--- src/rtl/core/i2cm_pkg.sv ---
// ----------------------------------------------------------------------------
// i2cm_pkg
// Shared types and constants for the I2C master bit sequencer core.
// ----------------------------------------------------------------------------
package i2cm_pkg;

   // Command codes carried in the operation field.
   localparam logic [2:0] OP_START = 3'd0;
   localparam logic [2:0] OP_STOP  = 3'd1;
   localparam logic [2:0] OP_SEND  = 3'd2;
   localparam logic [2:0] OP_WAIT  = 3'd3;
   localparam logic [2:0] OP_READ  = 3'd4;

   // Tick counts for each phase of a command.
   localparam logic [2:0] DLY_START_SETUP = 3'd5;
   localparam logic [2:0] DLY_HOLD        = 3'd6;
   localparam logic [2:0] DLY_BIT         = 3'd2;
   localparam logic [2:0] DLY_ACK_POLL    = 3'd1;
   localparam logic [2:0] DLY_ACK_HIGH    = 3'd5;
   localparam logic [2:0] DLY_RX_HIGH     = 3'd1;

   localparam logic [7:0] RESET_TIMEOUT = 8'd250;
   localparam logic [7:0] POLL_MAX      = 8'hFF;
   localparam logic [3:0] BITS_PER_BYTE = 4'd8;

   typedef enum logic [14:0] {
      ST_IDLE = 15'b000000000000001,
      ST_ST_A = 15'b000000000000010,
      ST_ST_B = 15'b000000000000100,
      ST_SP_A = 15'b000000000001000,
      ST_SP_B = 15'b000000000010000,
      ST_TX_D = 15'b000000000100000,
      ST_TX_H = 15'b000000001000000,
      ST_TX_L = 15'b000000010000000,
      ST_WA_A = 15'b000000100000000,
      ST_WA_B = 15'b000001000000000,
      ST_WA_P = 15'b000010000000000,
      ST_RX_L = 15'b000100000000000,
      ST_RX_H = 15'b001000000000000,
      ST_AK_A = 15'b010000000000000,
      ST_AK_B = 15'b100000000000000
   } step_type;

   typedef struct packed {
      logic       cmd_valid;
      logic [2:0] operation;
      logic [7:0] write_data;
      logic       send_ack;
      logic       sda_level;
   } item_type;

   typedef struct packed {
      logic       scl_level;
      logic       sda_out_level;
      logic       sda_drive;
      logic       busy_res;
      logic       done_res;
      logic [7:0] read_data;
      logic       ack_missing;
   } result_type;

endpackage

--- src/rtl/core/i2cm_req_if.sv ---
// ----------------------------------------------------------------------------
// i2cm_req_if
// Command channel: one word per delay tick, valid/ready handshake.
// ----------------------------------------------------------------------------
interface i2cm_req_if;
   logic       valid;
   logic       ready;
   logic       cmd_valid;
   logic [2:0] operation;
   logic [7:0] write_data;
   logic       send_ack;
   logic       sda_level;

   modport source (output valid, cmd_valid, operation, write_data, send_ack, sda_level,
                   input ready);
   modport sink   (input valid, cmd_valid, operation, write_data, send_ack, sda_level,
                   output ready);
endinterface

--- src/rtl/core/i2cm_rsp_if.sv ---
// ----------------------------------------------------------------------------
// i2cm_rsp_if
// Result channel: pin levels and status, one word per tick.
// ----------------------------------------------------------------------------
interface i2cm_rsp_if;
   logic       valid;
   logic       ready;
   logic       scl_level;
   logic       sda_out_level;
   logic       sda_drive;
   logic       busy_res;
   logic       done_res;
   logic [7:0] read_data;
   logic       ack_missing;

   modport source (output valid, scl_level, sda_out_level, sda_drive, busy_res, done_res,
                   read_data, ack_missing, input ready);
   modport sink   (input valid, scl_level, sda_out_level, sda_drive, busy_res, done_res,
                   read_data, ack_missing, output ready);
endinterface

--- src/rtl/core/i2cm_seq.sv ---
// ----------------------------------------------------------------------------
// i2cm_seq
// Bit sequencer state and its one-tick update, plus the timeout register.
// ----------------------------------------------------------------------------
module i2cm_seq (
   input  logic                clock,
   input  logic                reset,
   input  logic                step_en,
   input  i2cm_pkg::item_type  item,
   input  logic                csr_we,
   input  logic [7:0]          csr_wdata,
   output i2cm_pkg::result_type result
);

   i2cm_pkg::step_type step_ff, step_in;
   logic [2:0] delay_ff, delay_in;
   logic [3:0] bit_ff, bit_in;
   logic [7:0] shift_ff, shift_in;
   logic [7:0] poll_ff, poll_in;
   logic       ack_choice_ff, ack_choice_in;
   logic       scl_ff, scl_in;
   logic       sda_ff, sda_in;
   logic       drive_ff, drive_in;
   logic       timeout_ff, timeout_in;
   logic [7:0] rd_byte_ff, rd_byte_in;
   logic [7:0] timeout_polls_ff;
   logic       done;

   always_comb begin
      logic [2:0] dly;
      logic [3:0] bi;
      logic [7:0] pc;
      step_in       = step_ff;
      delay_in      = delay_ff;
      bit_in        = bit_ff;
      shift_in      = shift_ff;
      poll_in       = poll_ff;
      ack_choice_in = ack_choice_ff;
      scl_in        = scl_ff;
      sda_in        = sda_ff;
      drive_in      = drive_ff;
      timeout_in    = timeout_ff;
      rd_byte_in    = rd_byte_ff;
      done          = 1'b0;
      dly           = delay_ff - 3'd1;
      bi            = bit_ff + 4'd1;
      pc            = (poll_ff != i2cm_pkg::POLL_MAX) ? poll_ff + 8'd1 : poll_ff;

      unique case (step_ff)
         i2cm_pkg::ST_IDLE: begin
            if (item.cmd_valid) begin
               unique case (item.operation)
                  i2cm_pkg::OP_START: begin
                     bit_in   = '0;
                     drive_in = 1'b1;
                     sda_in   = 1'b1;
                     scl_in   = 1'b1;
                     step_in  = i2cm_pkg::ST_ST_A;
                     delay_in = i2cm_pkg::DLY_START_SETUP;
                  end
                  i2cm_pkg::OP_STOP: begin
                     bit_in   = '0;
                     drive_in = 1'b1;
                     scl_in   = 1'b1;
                     sda_in   = 1'b0;
                     step_in  = i2cm_pkg::ST_SP_A;
                     delay_in = i2cm_pkg::DLY_HOLD;
                  end
                  i2cm_pkg::OP_SEND: begin
                     bit_in   = '0;
                     drive_in = 1'b1;
                     scl_in   = 1'b0;
                     sda_in   = item.write_data[7];
                     shift_in = {item.write_data[6:0], 1'b0};
                     step_in  = i2cm_pkg::ST_TX_D;
                     delay_in = i2cm_pkg::DLY_BIT;
                  end
                  i2cm_pkg::OP_WAIT: begin
                     bit_in     = '0;
                     poll_in    = '0;
                     timeout_in = 1'b0;
                     drive_in   = 1'b0;
                     sda_in     = 1'b1;
                     step_in    = i2cm_pkg::ST_WA_A;
                     delay_in   = i2cm_pkg::DLY_ACK_POLL;
                  end
                  i2cm_pkg::OP_READ: begin
                     bit_in        = '0;
                     ack_choice_in = item.send_ack;
                     shift_in      = '0;
                     drive_in      = 1'b0;
                     scl_in        = 1'b0;
                     step_in       = i2cm_pkg::ST_RX_L;
                     delay_in      = i2cm_pkg::DLY_BIT;
                  end
                  default: begin
                     // Undefined codes leave the block idle.
                  end
               endcase
            end
         end
         i2cm_pkg::ST_WA_P: begin
            delay_in = '0;
            if (!item.sda_level) begin
               scl_in  = 1'b0;
               step_in = i2cm_pkg::ST_IDLE;
               done    = 1'b1;
            end else begin
               poll_in = pc;
               if (pc > timeout_polls_ff) begin
                  timeout_in = 1'b1;
                  drive_in   = 1'b1;
                  scl_in     = 1'b1;
                  sda_in     = 1'b0;
                  step_in    = i2cm_pkg::ST_SP_A;
                  delay_in   = i2cm_pkg::DLY_HOLD;
               end
            end
         end
         default: begin
            delay_in = dly;
            if (dly == 3'd0) begin
               unique case (step_ff)
                  i2cm_pkg::ST_ST_A: begin
                     sda_in   = 1'b0;
                     step_in  = i2cm_pkg::ST_ST_B;
                     delay_in = i2cm_pkg::DLY_HOLD;
                  end
                  i2cm_pkg::ST_ST_B: begin
                     scl_in  = 1'b0;
                     step_in = i2cm_pkg::ST_IDLE;
                     done    = 1'b1;
                  end
                  i2cm_pkg::ST_SP_A: begin
                     sda_in   = 1'b1;
                     step_in  = i2cm_pkg::ST_SP_B;
                     delay_in = i2cm_pkg::DLY_HOLD;
                  end
                  i2cm_pkg::ST_SP_B: begin
                     step_in = i2cm_pkg::ST_IDLE;
                     done    = 1'b1;
                  end
                  i2cm_pkg::ST_TX_D: begin
                     scl_in   = 1'b1;
                     step_in  = i2cm_pkg::ST_TX_H;
                     delay_in = i2cm_pkg::DLY_BIT;
                  end
                  i2cm_pkg::ST_TX_H: begin
                     scl_in   = 1'b0;
                     step_in  = i2cm_pkg::ST_TX_L;
                     delay_in = i2cm_pkg::DLY_BIT;
                  end
                  i2cm_pkg::ST_TX_L: begin
                     bit_in = bi;
                     if (bi >= i2cm_pkg::BITS_PER_BYTE) begin
                        step_in = i2cm_pkg::ST_IDLE;
                        done    = 1'b1;
                     end else begin
                        drive_in = 1'b1;
                        scl_in   = 1'b0;
                        sda_in   = shift_ff[7];
                        shift_in = {shift_ff[6:0], 1'b0};
                        step_in  = i2cm_pkg::ST_TX_D;
                        delay_in = i2cm_pkg::DLY_BIT;
                     end
                  end
                  i2cm_pkg::ST_WA_A: begin
                     scl_in   = 1'b1;
                     step_in  = i2cm_pkg::ST_WA_B;
                     delay_in = i2cm_pkg::DLY_ACK_POLL;
                  end
                  i2cm_pkg::ST_WA_B: begin
                     // The first poll falls on the tick the SCL-high wait ends.
                     step_in = i2cm_pkg::ST_WA_P;
                     if (!item.sda_level) begin
                        scl_in  = 1'b0;
                        step_in = i2cm_pkg::ST_IDLE;
                        done    = 1'b1;
                     end else begin
                        poll_in = pc;
                        if (pc > timeout_polls_ff) begin
                           timeout_in = 1'b1;
                           drive_in   = 1'b1;
                           scl_in     = 1'b1;
                           sda_in     = 1'b0;
                           step_in    = i2cm_pkg::ST_SP_A;
                           delay_in   = i2cm_pkg::DLY_HOLD;
                        end
                     end
                  end
                  i2cm_pkg::ST_RX_L: begin
                     scl_in   = 1'b1;
                     shift_in = {shift_ff[6:0], item.sda_level};
                     step_in  = i2cm_pkg::ST_RX_H;
                     delay_in = i2cm_pkg::DLY_RX_HIGH;
                  end
                  i2cm_pkg::ST_RX_H: begin
                     bit_in = bi;
                     if (bi >= i2cm_pkg::BITS_PER_BYTE) begin
                        rd_byte_in = shift_ff;
                        scl_in     = 1'b0;
                        drive_in   = 1'b1;
                        sda_in     = ~ack_choice_ff;
                        step_in    = i2cm_pkg::ST_AK_A;
                        delay_in   = i2cm_pkg::DLY_BIT;
                     end else begin
                        drive_in = 1'b0;
                        scl_in   = 1'b0;
                        step_in  = i2cm_pkg::ST_RX_L;
                        delay_in = i2cm_pkg::DLY_BIT;
                     end
                  end
                  i2cm_pkg::ST_AK_A: begin
                     scl_in   = 1'b1;
                     step_in  = i2cm_pkg::ST_AK_B;
                     delay_in = i2cm_pkg::DLY_ACK_HIGH;
                  end
                  i2cm_pkg::ST_AK_B: begin
                     scl_in  = 1'b0;
                     step_in = i2cm_pkg::ST_IDLE;
                     done    = 1'b1;
                  end
                  default: begin
                     step_in  = i2cm_pkg::ST_IDLE;
                     delay_in = '0;
                  end
               endcase
            end
         end
      endcase

      if (step_in == i2cm_pkg::ST_IDLE) begin
         delay_in = '0;
      end
   end

   always_ff @(posedge clock) begin
      if (reset) begin
         step_ff          <= i2cm_pkg::ST_IDLE;
         delay_ff         <= '0;
         bit_ff           <= '0;
         shift_ff         <= '0;
         poll_ff          <= '0;
         ack_choice_ff    <= 1'b0;
         scl_ff           <= 1'b1;
         sda_ff           <= 1'b1;
         drive_ff         <= 1'b1;
         timeout_ff       <= 1'b0;
         rd_byte_ff       <= '0;
         timeout_polls_ff <= i2cm_pkg::RESET_TIMEOUT;
      end else begin
         if (csr_we) begin
            timeout_polls_ff <= csr_wdata;
         end
         if (step_en) begin
            step_ff       <= step_in;
            delay_ff      <= delay_in;
            bit_ff        <= bit_in;
            shift_ff      <= shift_in;
            poll_ff       <= poll_in;
            ack_choice_ff <= ack_choice_in;
            scl_ff        <= scl_in;
            sda_ff        <= sda_in;
            drive_ff      <= drive_in;
            timeout_ff    <= timeout_in;
            rd_byte_ff    <= rd_byte_in;
         end
      end
   end

   assign result.scl_level     = scl_in;
   assign result.sda_out_level = sda_in;
   assign result.sda_drive     = drive_in;
   assign result.busy_res      = (step_in != i2cm_pkg::ST_IDLE);
   assign result.done_res      = done;
   assign result.read_data     = rd_byte_in;
   assign result.ack_missing   = timeout_in;

endmodule

--- src/rtl/core/i2c_master_bit_sequencer_core.sv ---
// ----------------------------------------------------------------------------
// i2c_master_bit_sequencer_core
// I2C master that steps its SCL/SDA phases by one delay tick per command word.
// ----------------------------------------------------------------------------
//
//   Channel   Direction  Handshake      Contents
//   req_port  in         valid/ready    command, data byte, ACK choice, SDA sample
//   rsp_port  out        valid/ready    SCL/SDA levels, drive, status, read byte
//   csr_*     in         write enable   ACK timeout poll count
//
// An accepted word moves from the input register into the result register;
// the short sequencer update between the two registers lets a new word in
// every cycle while the result channel takes words. Synchronous reset
// idles the sequencer with both lines high and SDA driven, sets the timeout
// to 250 and empties both registers. A stalled result channel holds the
// result register, and the input register then fills and drops ready.
//
module i2c_master_bit_sequencer_core (
   input  logic        clock,
   input  logic        reset,
   i2cm_req_if.sink    req_port,
   i2cm_rsp_if.source  rsp_port,
   input  logic        csr_we,
   input  logic [7:0]  csr_wdata
);

   // The input register holds one accepted word until the sequencer takes it.
   logic                 in_valid_ff, in_valid_in;
   i2cm_pkg::item_type   in_item_ff;

   // The result register holds one finished word until the sink takes it.
   logic                 out_valid_ff, out_valid_in;
   i2cm_pkg::result_type out_res_ff;
   i2cm_pkg::result_type seq_res;

   logic                 step_en;
   logic                 in_load;

   // The sequencer advances one tick whenever a word is waiting and the
   // result register is empty or being emptied in this cycle.
   assign step_en = in_valid_ff && (!out_valid_ff || rsp_port.ready);

   // The input register may reload when empty or when its word moves on.
   assign req_port.ready = !in_valid_ff || step_en;
   assign in_load        = req_port.valid && req_port.ready;

   assign in_valid_in  = in_load || (in_valid_ff && !step_en);
   assign out_valid_in = step_en || (out_valid_ff && !rsp_port.ready);

   always_ff @(posedge clock) begin
      if (reset) begin
         in_valid_ff  <= 1'b0;
         out_valid_ff <= 1'b0;
      end else begin
         in_valid_ff  <= in_valid_in;
         out_valid_ff <= out_valid_in;
      end
   end

   always_ff @(posedge clock) begin
      if (in_load) begin
         in_item_ff.cmd_valid  <= req_port.cmd_valid;
         in_item_ff.operation  <= req_port.operation;
         in_item_ff.write_data <= req_port.write_data;
         in_item_ff.send_ack   <= req_port.send_ack;
         in_item_ff.sda_level  <= req_port.sda_level;
      end
      if (step_en) begin
         out_res_ff <= seq_res;
      end
   end

   // The sequencer holds all command state and computes the pins and status
   // that follow this tick.
   i2cm_seq u_seq (
      .clock     (clock),
      .reset     (reset),
      .step_en   (step_en),
      .item      (in_item_ff),
      .csr_we    (csr_we),
      .csr_wdata (csr_wdata),
      .result    (seq_res)
   );

   assign rsp_port.valid         = out_valid_ff;
   assign rsp_port.scl_level     = out_res_ff.scl_level;
   assign rsp_port.sda_out_level = out_res_ff.sda_out_level;
   assign rsp_port.sda_drive     = out_res_ff.sda_drive;
   assign rsp_port.busy_res      = out_res_ff.busy_res;
   assign rsp_port.done_res      = out_res_ff.done_res;
   assign rsp_port.read_data     = out_res_ff.read_data;
   assign rsp_port.ack_missing   = out_res_ff.ack_missing;

endmodule
--- src/flat_wrapper.sv ---
// flat-port wrapper written by rule: the top's interface ports become plain ports
module i2c_master_bit_sequencer_core_flat 
  (clock, reset, csr_we, csr_wdata, req_port_valid, req_port_cmd_valid, req_port_operation, req_port_write_data, req_port_send_ack, req_port_sda_level, req_port_ready, rsp_port_valid, rsp_port_scl_level, rsp_port_sda_out_level, rsp_port_sda_drive, rsp_port_busy_res, rsp_port_done_res, rsp_port_read_data, rsp_port_ack_missing, rsp_port_ready);
  i2cm_req_if req_port_i ();
  i2cm_rsp_if rsp_port_i ();
  input  logic clock;
  input  logic reset;
  input  logic csr_we;
  input  logic [7:0] csr_wdata;
  input wire logic [$bits(req_port_i.valid)-1:0] req_port_valid;
  input wire logic [$bits(req_port_i.cmd_valid)-1:0] req_port_cmd_valid;
  input wire logic [$bits(req_port_i.operation)-1:0] req_port_operation;
  input wire logic [$bits(req_port_i.write_data)-1:0] req_port_write_data;
  input wire logic [$bits(req_port_i.send_ack)-1:0] req_port_send_ack;
  input wire logic [$bits(req_port_i.sda_level)-1:0] req_port_sda_level;
  output wire logic [$bits(req_port_i.ready)-1:0] req_port_ready;
  output wire logic [$bits(rsp_port_i.valid)-1:0] rsp_port_valid;
  output wire logic [$bits(rsp_port_i.scl_level)-1:0] rsp_port_scl_level;
  output wire logic [$bits(rsp_port_i.sda_out_level)-1:0] rsp_port_sda_out_level;
  output wire logic [$bits(rsp_port_i.sda_drive)-1:0] rsp_port_sda_drive;
  output wire logic [$bits(rsp_port_i.busy_res)-1:0] rsp_port_busy_res;
  output wire logic [$bits(rsp_port_i.done_res)-1:0] rsp_port_done_res;
  output wire logic [$bits(rsp_port_i.read_data)-1:0] rsp_port_read_data;
  output wire logic [$bits(rsp_port_i.ack_missing)-1:0] rsp_port_ack_missing;
  input wire logic [$bits(rsp_port_i.ready)-1:0] rsp_port_ready;
  assign req_port_i.valid = req_port_valid;
  assign req_port_i.cmd_valid = req_port_cmd_valid;
  assign req_port_i.operation = req_port_operation;
  assign req_port_i.write_data = req_port_write_data;
  assign req_port_i.send_ack = req_port_send_ack;
  assign req_port_i.sda_level = req_port_sda_level;
  assign req_port_ready = req_port_i.ready;
  assign rsp_port_valid = rsp_port_i.valid;
  assign rsp_port_scl_level = rsp_port_i.scl_level;
  assign rsp_port_sda_out_level = rsp_port_i.sda_out_level;
  assign rsp_port_sda_drive = rsp_port_i.sda_drive;
  assign rsp_port_busy_res = rsp_port_i.busy_res;
  assign rsp_port_done_res = rsp_port_i.done_res;
  assign rsp_port_read_data = rsp_port_i.read_data;
  assign rsp_port_ack_missing = rsp_port_i.ack_missing;
  assign rsp_port_i.ready = rsp_port_ready;
  i2c_master_bit_sequencer_core u_core (.clock(clock), .reset(reset), .req_port(req_port_i), .rsp_port(rsp_port_i), .csr_we(csr_we), .csr_wdata(csr_wdata));
endmodule
--- config.mk ---
export PLATFORM = sky130hd
export DESIGN_NAME = i2c_master_bit_sequencer_core_flat
export DESIGN_NICKNAME = d
export VERILOG_FILES = /design/src/rtl/core/i2cm_pkg.sv /design/src/rtl/core/i2cm_req_if.sv /design/src/rtl/core/i2cm_rsp_if.sv /design/src/rtl/core/i2cm_seq.sv /design/src/rtl/core/i2c_master_bit_sequencer_core.sv /design/src/flat_wrapper.sv
export SDC_FILE = /design/constraint.sdc
export NUM_CORES = 1
export LEC_CHECK = 0
export BUFFER_PORTS_ARGS = -buffer_cell sky130_fd_sc_hd__buf_2
export CORE_MARGIN = 1.5
export CORE_UTILIZATION = 40
export DETAILED_ROUTE_END_ITERATION = 8
export GPL_ROUTABILITY_DRIVEN = 0
export GPL_TIMING_DRIVEN = 0
export PLACE_DENSITY = 0.58
export SLEW_MARGIN = 20
export SYNTH_ARGS = -nofsm -noshare
export SYNTH_HDL_FRONTEND = slang
export SYNTH_HIERARCHICAL = 1
export SYNTH_SLANG_ARGS = --single-unit
--- constraint.sdc ---
create_clock -name clock -period 3.18 [get_ports clock]
set_input_delay 0 -clock clock [delete_from_list [all_inputs] [get_ports clock]]
set_output_delay 0 -clock clock [all_outputs]
set_load 0.02 [all_outputs]
# Word level (Yosys, flattened, before mapping)
# Cells that the tools add are included.
[totals]
output_inout_bits = 16
register_bits = 89
word_cells = 181
[classes]
eq_ne = 29
n_addsub = 3
magnitude_cmp = 2
n_mux = 81
n_reduce_logical = 38
bitwise_logic = 2
[ops]
columns = ["operator", "count"]
rows = [
  ["15-bit case mux with 10 select lines", 1],
  ["8-bit 2-to-1 mux", 13],
  ["15-bit case mux with 5 select lines", 1],
  ["8-bit case mux with 2 select lines", 4],
  ["15-bit 2-to-1 mux", 4],
  ["15-bit by 1-bit equality test with 1-bit output (second input constant)", 2],
  ["15-bit case mux with 2 select lines", 1],
  ["1-bit 2-to-1 mux", 25],
  ["3-bit 2-to-1 mux", 8],
  ["11-bit 2-to-1 mux", 2],
  ["3-bit case mux with 7 select lines", 1],
  ["4-bit 2-to-1 mux", 4],
  ["2-bit OR reduction", 8],
  ["15-bit by 10-bit equality test with 1-bit output (second input constant)", 1],
  ["15-bit by 11-bit equality test with 1-bit output (second input constant)", 1],
  ["15-bit by 12-bit equality test with 1-bit output (second input constant)", 1],
  ["15-bit by 13-bit equality test with 1-bit output (second input constant)", 1],
  ["15-bit by 14-bit equality test with 1-bit output (second input constant)", 1],
  ["15-bit equality test (second input constant)", 1],
  ["15-bit by 2-bit equality test with 1-bit output (second input constant)", 1],
  ["15-bit by 3-bit equality test with 1-bit output (second input constant)", 1],
  ["15-bit by 4-bit equality test with 1-bit output (second input constant)", 1],
  ["15-bit by 5-bit equality test with 1-bit output (second input constant)", 1],
  ["15-bit by 6-bit equality test with 1-bit output (second input constant)", 1],
  ["43 further kinds", 70],
]

# Depth between registers and ports, before layout
[logic_depth]
depth_word = 11
depth_mapped = 17

# Modules after synthesis
# The synthesis kept the hierarchy.
[modules_own_cells]
columns = ["mod", "area_per_inst_um2", "seq_area_each_um2", "cells_each", "instances"]
rows = [
  ["i2cm_seq", 4232.8, 1181.1, 560, 1],
  ["i2c_master_bit_sequencer_core", 944.7, 880.8, 38, 1],
]

# Worst setup path after synthesis
# Ideal clock, no wire load.
[synth_timing]
path_type = "reg2reg"
start = "reg u_core.u_seq.poll_ff[0]"
end = "reg u_core.out_res_ff, in the netlist u_core/rsp_port.sda_out_level, data pin"
n_path_buf = 2
setup_slack_ps = -136
setup_ps = 251
arrival_time_ps = 3065
synth_period_minus_slack_ps = 3316
path_stages_with_launch = 18
path_cell_list = "dfxtp_1 -> ha_1 -> and2_1 -> clkbuf_1 -> nand4_1 -> nand2b_1 -> nor3_1 -> xor2_1 -> ha_1 -> nand4_1 -> nor2_1 -> a211o_1 -> a21oi_1 -> nor2_1 -> nor4b_2 -> o21a_1 -> nand2_1 -> buf_4"
[synth_between]
elab_chain_cells = 8
word_cells_on_any_way = 9
cone_classes = "1 x add/sub; 1 x order compare; 1 x eq/ne; 6 x mux"
[synth_lines]
columns = ["element", "line", "text"]
rows = [
  ["from (decl)", "i2cm_seq.sv:19", "logic [7:0] poll_ff, poll_in;"],
  ["from (signal assigned)", "i2cm_seq.sv:260", "poll_ff <= poll_in;"],
  ["8-bit by 1-bit adder with 8-bit output or 8-bit != test (tied branches)", "i2cm_seq.sv:47", "pc = (poll_ff != i2cm_pkg::POLL_MAX) ? poll_ff + 8'd1 : poll_ff;"],
  ["8-bit 2-to-1 mux (*)", "i2cm_seq.sv:47", ""],
  ["8-bit > comparator (*)", "i2cm_seq.sv:110, i2cm_seq.sv:181", ""],
  ["1-bit 2-to-1 mux (*)", "i2cm_seq.sv:110, i2cm_seq.sv:181", ""],
  ["1-bit 2-to-1 mux (*)", "i2cm_seq.sv:175", "if (!item.sda_level) begin"],
  ["1-bit case mux with 5 select lines", "i2cm_seq.sv:123", "unique case (step_ff)"],
  ["1-bit 2-to-1 mux", "i2cm_seq.sv:122", "if (dly == 3'd0) begin"],
  ["1-bit case mux with 2 select lines (*)", "i2cm_seq.sv:49", "unique case (step_ff)"],
  ["net u_core.u_seq.sda_in", "i2cm_seq.sv:22", "logic sda_ff, sda_in;"],
  ["to (signal assigned)", "i2c_master_bit_sequencer_core.sv:69", "out_res_ff <= seq_res;"],
  ["to (decl)", "i2c_master_bit_sequencer_core.sv:33", "i2cm_pkg::result_type out_res_ff;"],
]
# Mark *: on every way through the listed nets, which the timed path passes. The rest lies on a longest branch.
# A chain may end at the register's enable or synchronous reset.

# Final worst setup path
# Same ends and word-level chain as after synthesis.

==> impl_metrics.json <==
{
  "grt_pass1_wl_um": 23200,
  "grt_max_degree": 20,
  "hp-class": "in -> reg",
  "drive_above_1_share": 0.198,
  "dp_slack_ns": -0.405,
  "tightest_slew_ns": 1.04,
  "clockRootBuffer": "clkbuf_16",
  "crit_fanout": 3,
  "die_h_um": 117,
  "cts_max_path_buffers": 2,
  "drv_slew": 0,
  "min_period_ns": 3.12,
  "finalWorstSetupSlack_ns": 0.0563,
  "cts.sinks": 89,
  "syn_nets": 637,
  "clk_pin_slew_ns": 0.07,
  "rows": 41,
  "maxCapViolCount": 0,
  "dieArea_mm2": 0.0136,
  "hpwl_um": 10600,
  "worstSetupPathType": "reg -> reg",
  "power.leakage_nw": 2.47,
  "grt_pass1_vias": 4564,
  "synthCells": 598,
  "ys.flop_type": "dfxtp_1",
  "drt.antenna.violating_nets": 0,
  "syn_area_mm2": 0.00518,
  "period_share": 0.982,
  "vias_per_cell": 5.72,
  "end_kind": "flip-flop",
  "synth_edf_count": 28,
  "dpl_cell_area_mm2": 0.00561,
  "syn_avg_cell_area_um2": 8.66,
  "max_freq_mhz": 320,
  "clk_latency_ns": 0.35,
  "hold-worst-slack_ns": 0.0204,
  "drc": 0,
  "ir_drop_v": 0.000265,
  "nFillCells": 1217,
  "antenna_found_initial": 0,
  "drt-total-wl_um": 14900,
  "cp.arrival_ns": 3.24,
  "finClkSkew_ns": 0.0127,
  "yosysSeqAreaShare": 0.398,
  "status": "complete, no violations",
  "synthArstFlopShare": 0,
  "synth_warnings": 6,
  "groute.usage.overall": 0.223,
  "drt-initial-drc-count": 498,
  "wl_per_cell_um": 17.3,
  "antennaDiodeCount": 0,
  "start_kind": "flip-flop",
  "ys_seq_elements": 89,
  "area_delta_synth_final_pct": 23.0,
  "power_density_mw_per_mm2": 419,
  "cts_tree": "yes",
  "synth_cell_types": 79,
  "overflow": 0,
  "io_buffers": 41,
  "fin_area_mm2": 0.00637,
  "initial_utilization": 0.410,
  "slew_headroom": 0.305,
  "routed-via-count": 4943,
  "die_w_um": 117,
  "power_mw": 2.67,
  "dr.pass1.iters": 6,
  "required_ns": 3.29,
  "htreeDepth": 3,
  "hold_viol": 0,
  "setup_viol": 0,
  "fin_nets": 726,
  "num_io_pins": 43,
  "core_area_mm2": 0.0126,
  "cts_buffers": 9,
  "post-route-util": 0.505
}
placed cells by master (no fill, tap or decap), types with 21 or more instances in the layout:
cell,count
a21oi_1,24
buf_2,48
dfxtp_1,59
dlygate4sd3_1,26
edfxtp_1,28
inv_1,23
mux2i_1,22
nand2_1,67
nand3_1,21
nor2_1,80
cells in the mapped netlist (all sizes together) (3+ instances only):
library cell / count / share of area
o22ai: 4 / 0.0048
nor2: 83 / 0.061
nand2: 68 / 0.049
a21oi: 27 / 0.028
o211ai: 10 / 0.014
nand2b: 7 / 0.0085
nor4b: 6 / 0.011
buf: 18 / 0.022
inv: 23 / 0.017
mux2: 13 / 0.028
a31oi: 5 / 0.0060
xor2: 5 / 0.0085
and2: 6 / 0.0080
nor3: 18 / 0.018
nand4: 12 / 0.014
and3: 3 / 0.0036
nand3: 22 / 0.021
nor4: 15 / 0.026
edfxtp: 28 / 0.16
ha: 12 / 0.029
or3: 8 / 0.0097
o32ai: 3 / 0.0080
o221ai: 4 / 0.0080
dfxtp: 61 / 0.24
nor2b: 5 / 0.0060
or4: 4 / 0.0072
o21ai: 26 / 0.028
mux2i: 22 / 0.043
xnor2: 10 / 0.017
nor3b: 4 / 0.0068
clkbuf: 22 / 0.016
a22oi: 7 / 0.010
per-layer routing:
metal  track usage  part of all wire  up-vias
met4         0.114             0.042        0
met2         0.347              0.45      260
li1              -                 -     2342
met1         0.293              0.43     2282
met5             0                 0        -
met3        0.0484             0.078       59
path summary, 6_finish.rpt:
path                                start                          endpoint  slack [ns]  cells past startpoint
setup / recovery  u_core/u_seq/poll_ff[0]     u_core/rsp_port.sda_out_level        0.06                     16
hold / removal                     csr_we  u_core/u_seq/timeout_polls_ff[3]        0.02                      2
setup reg to reg  u_core/u_seq/poll_ff[0]     u_core/rsp_port.sda_out_level        0.06                     16
hold reg to reg   u_core/u_seq/poll_ff[5]           u_core/u_seq/poll_ff[5]        0.50                      2
logic make-up (layout without fill, tap and decap cells):
group           after synthesis  in the layout  synth area share
simple gates                271            271             0.270
compound gates              112            112             0.152
flops                        89             89             0.398
buf+inv                      64            158            0.0549
mux                          35             35            0.0708
xor+xnor                     15             15            0.0254
fa+ha+maj                    12             12            0.0290
final cells by class:
class / instances / area (µm²) / share of cell area
inverters: 24 / 90.1 / 0.0141
multi-input cells: 445 / 2940 / 0.462
clock buffers: 9 / 225 / 0.0354
clock inverters: 7 / 73.8 / 0.0116
flip-flops and latches: 89 / 2070 / 0.324
repair buffers: 79 / 556 / 0.0872
plain buffers: 39 / 200 / 0.0314
well taps: 172 / 215 / 0.0338
through the flow:
step	instances	TNS, ns
after global routing	864	-0.387
after detailed placement	811	-5.53
after floorplan	598	0
after global placement	811	-5.68
after CTS	859	0
final	864	0
registers in the layout (all words and copies together) (netlist names):
name and count:
u_core/rsp_port.sda_out_level 1, u_core/rsp_port.valid 1, u_core/in_valid_ff 1, u_core/u_seq/timeout_ff 1
u_core/u_seq/drive_ff 1, u_core/u_seq/ack_choice_ff 1, u_core/rsp_port.read_data 8, u_core/u_seq/bit_ff 4
u_core/u_seq/rd_byte_ff 8, u_core/u_seq/poll_ff 8, u_core/rsp_port.sda_drive 1, u_core/u_seq/scl_ff 1
u_core/rsp_port.scl_level 1, u_core/u_seq/step_ff 15, u_core/u_seq/shift_ff 8, u_core/rsp_port.ack_missing 1
u_core/u_seq/sda_ff 1, u_core/rsp_port.busy_res 1, u_core/u_seq/timeout_polls_ff 8, u_core/in_item_ff 14
u_core/rsp_port.done_res 1, u_core/u_seq/delay_ff 3
timing repair:
item / in CTS / in global routing
endpoints found under the hold margin: 24 / 0
pin swaps: 9 / 10
hold buffers: 26 / 0
endpoints found under the setup margin: 20 / 30
buffers inserted: 7 / 5
resized for setup: 9 / 25
power breakdown:
part	total, mW	internal (mW)	switching [mW]
Clock	1.07	0.555	0.518
Combinational	0.362	0.141	0.220
Sequential	1.23	1.21	0.0220
worst max-delay path, stage by stage (launching register included):
cell and delay, ns:
dfxtp_4 0.36, ha_4 0.16, and2_4 0.15, nand4_1 0.10, nand2b_1 0.12, nor3_2 0.14
xor2_1 0.25, ha_1 0.29, nand4_1 0.12, nor2_1 0.05, a211o_1 0.28, a21oi_2 0.19
nor2_2 0.07, nor4b_2 0.26, o21a_1 0.18, nand2_1 0.05, buf_4 0.12
No activity file was read; power rests on OpenSTA's default activity.
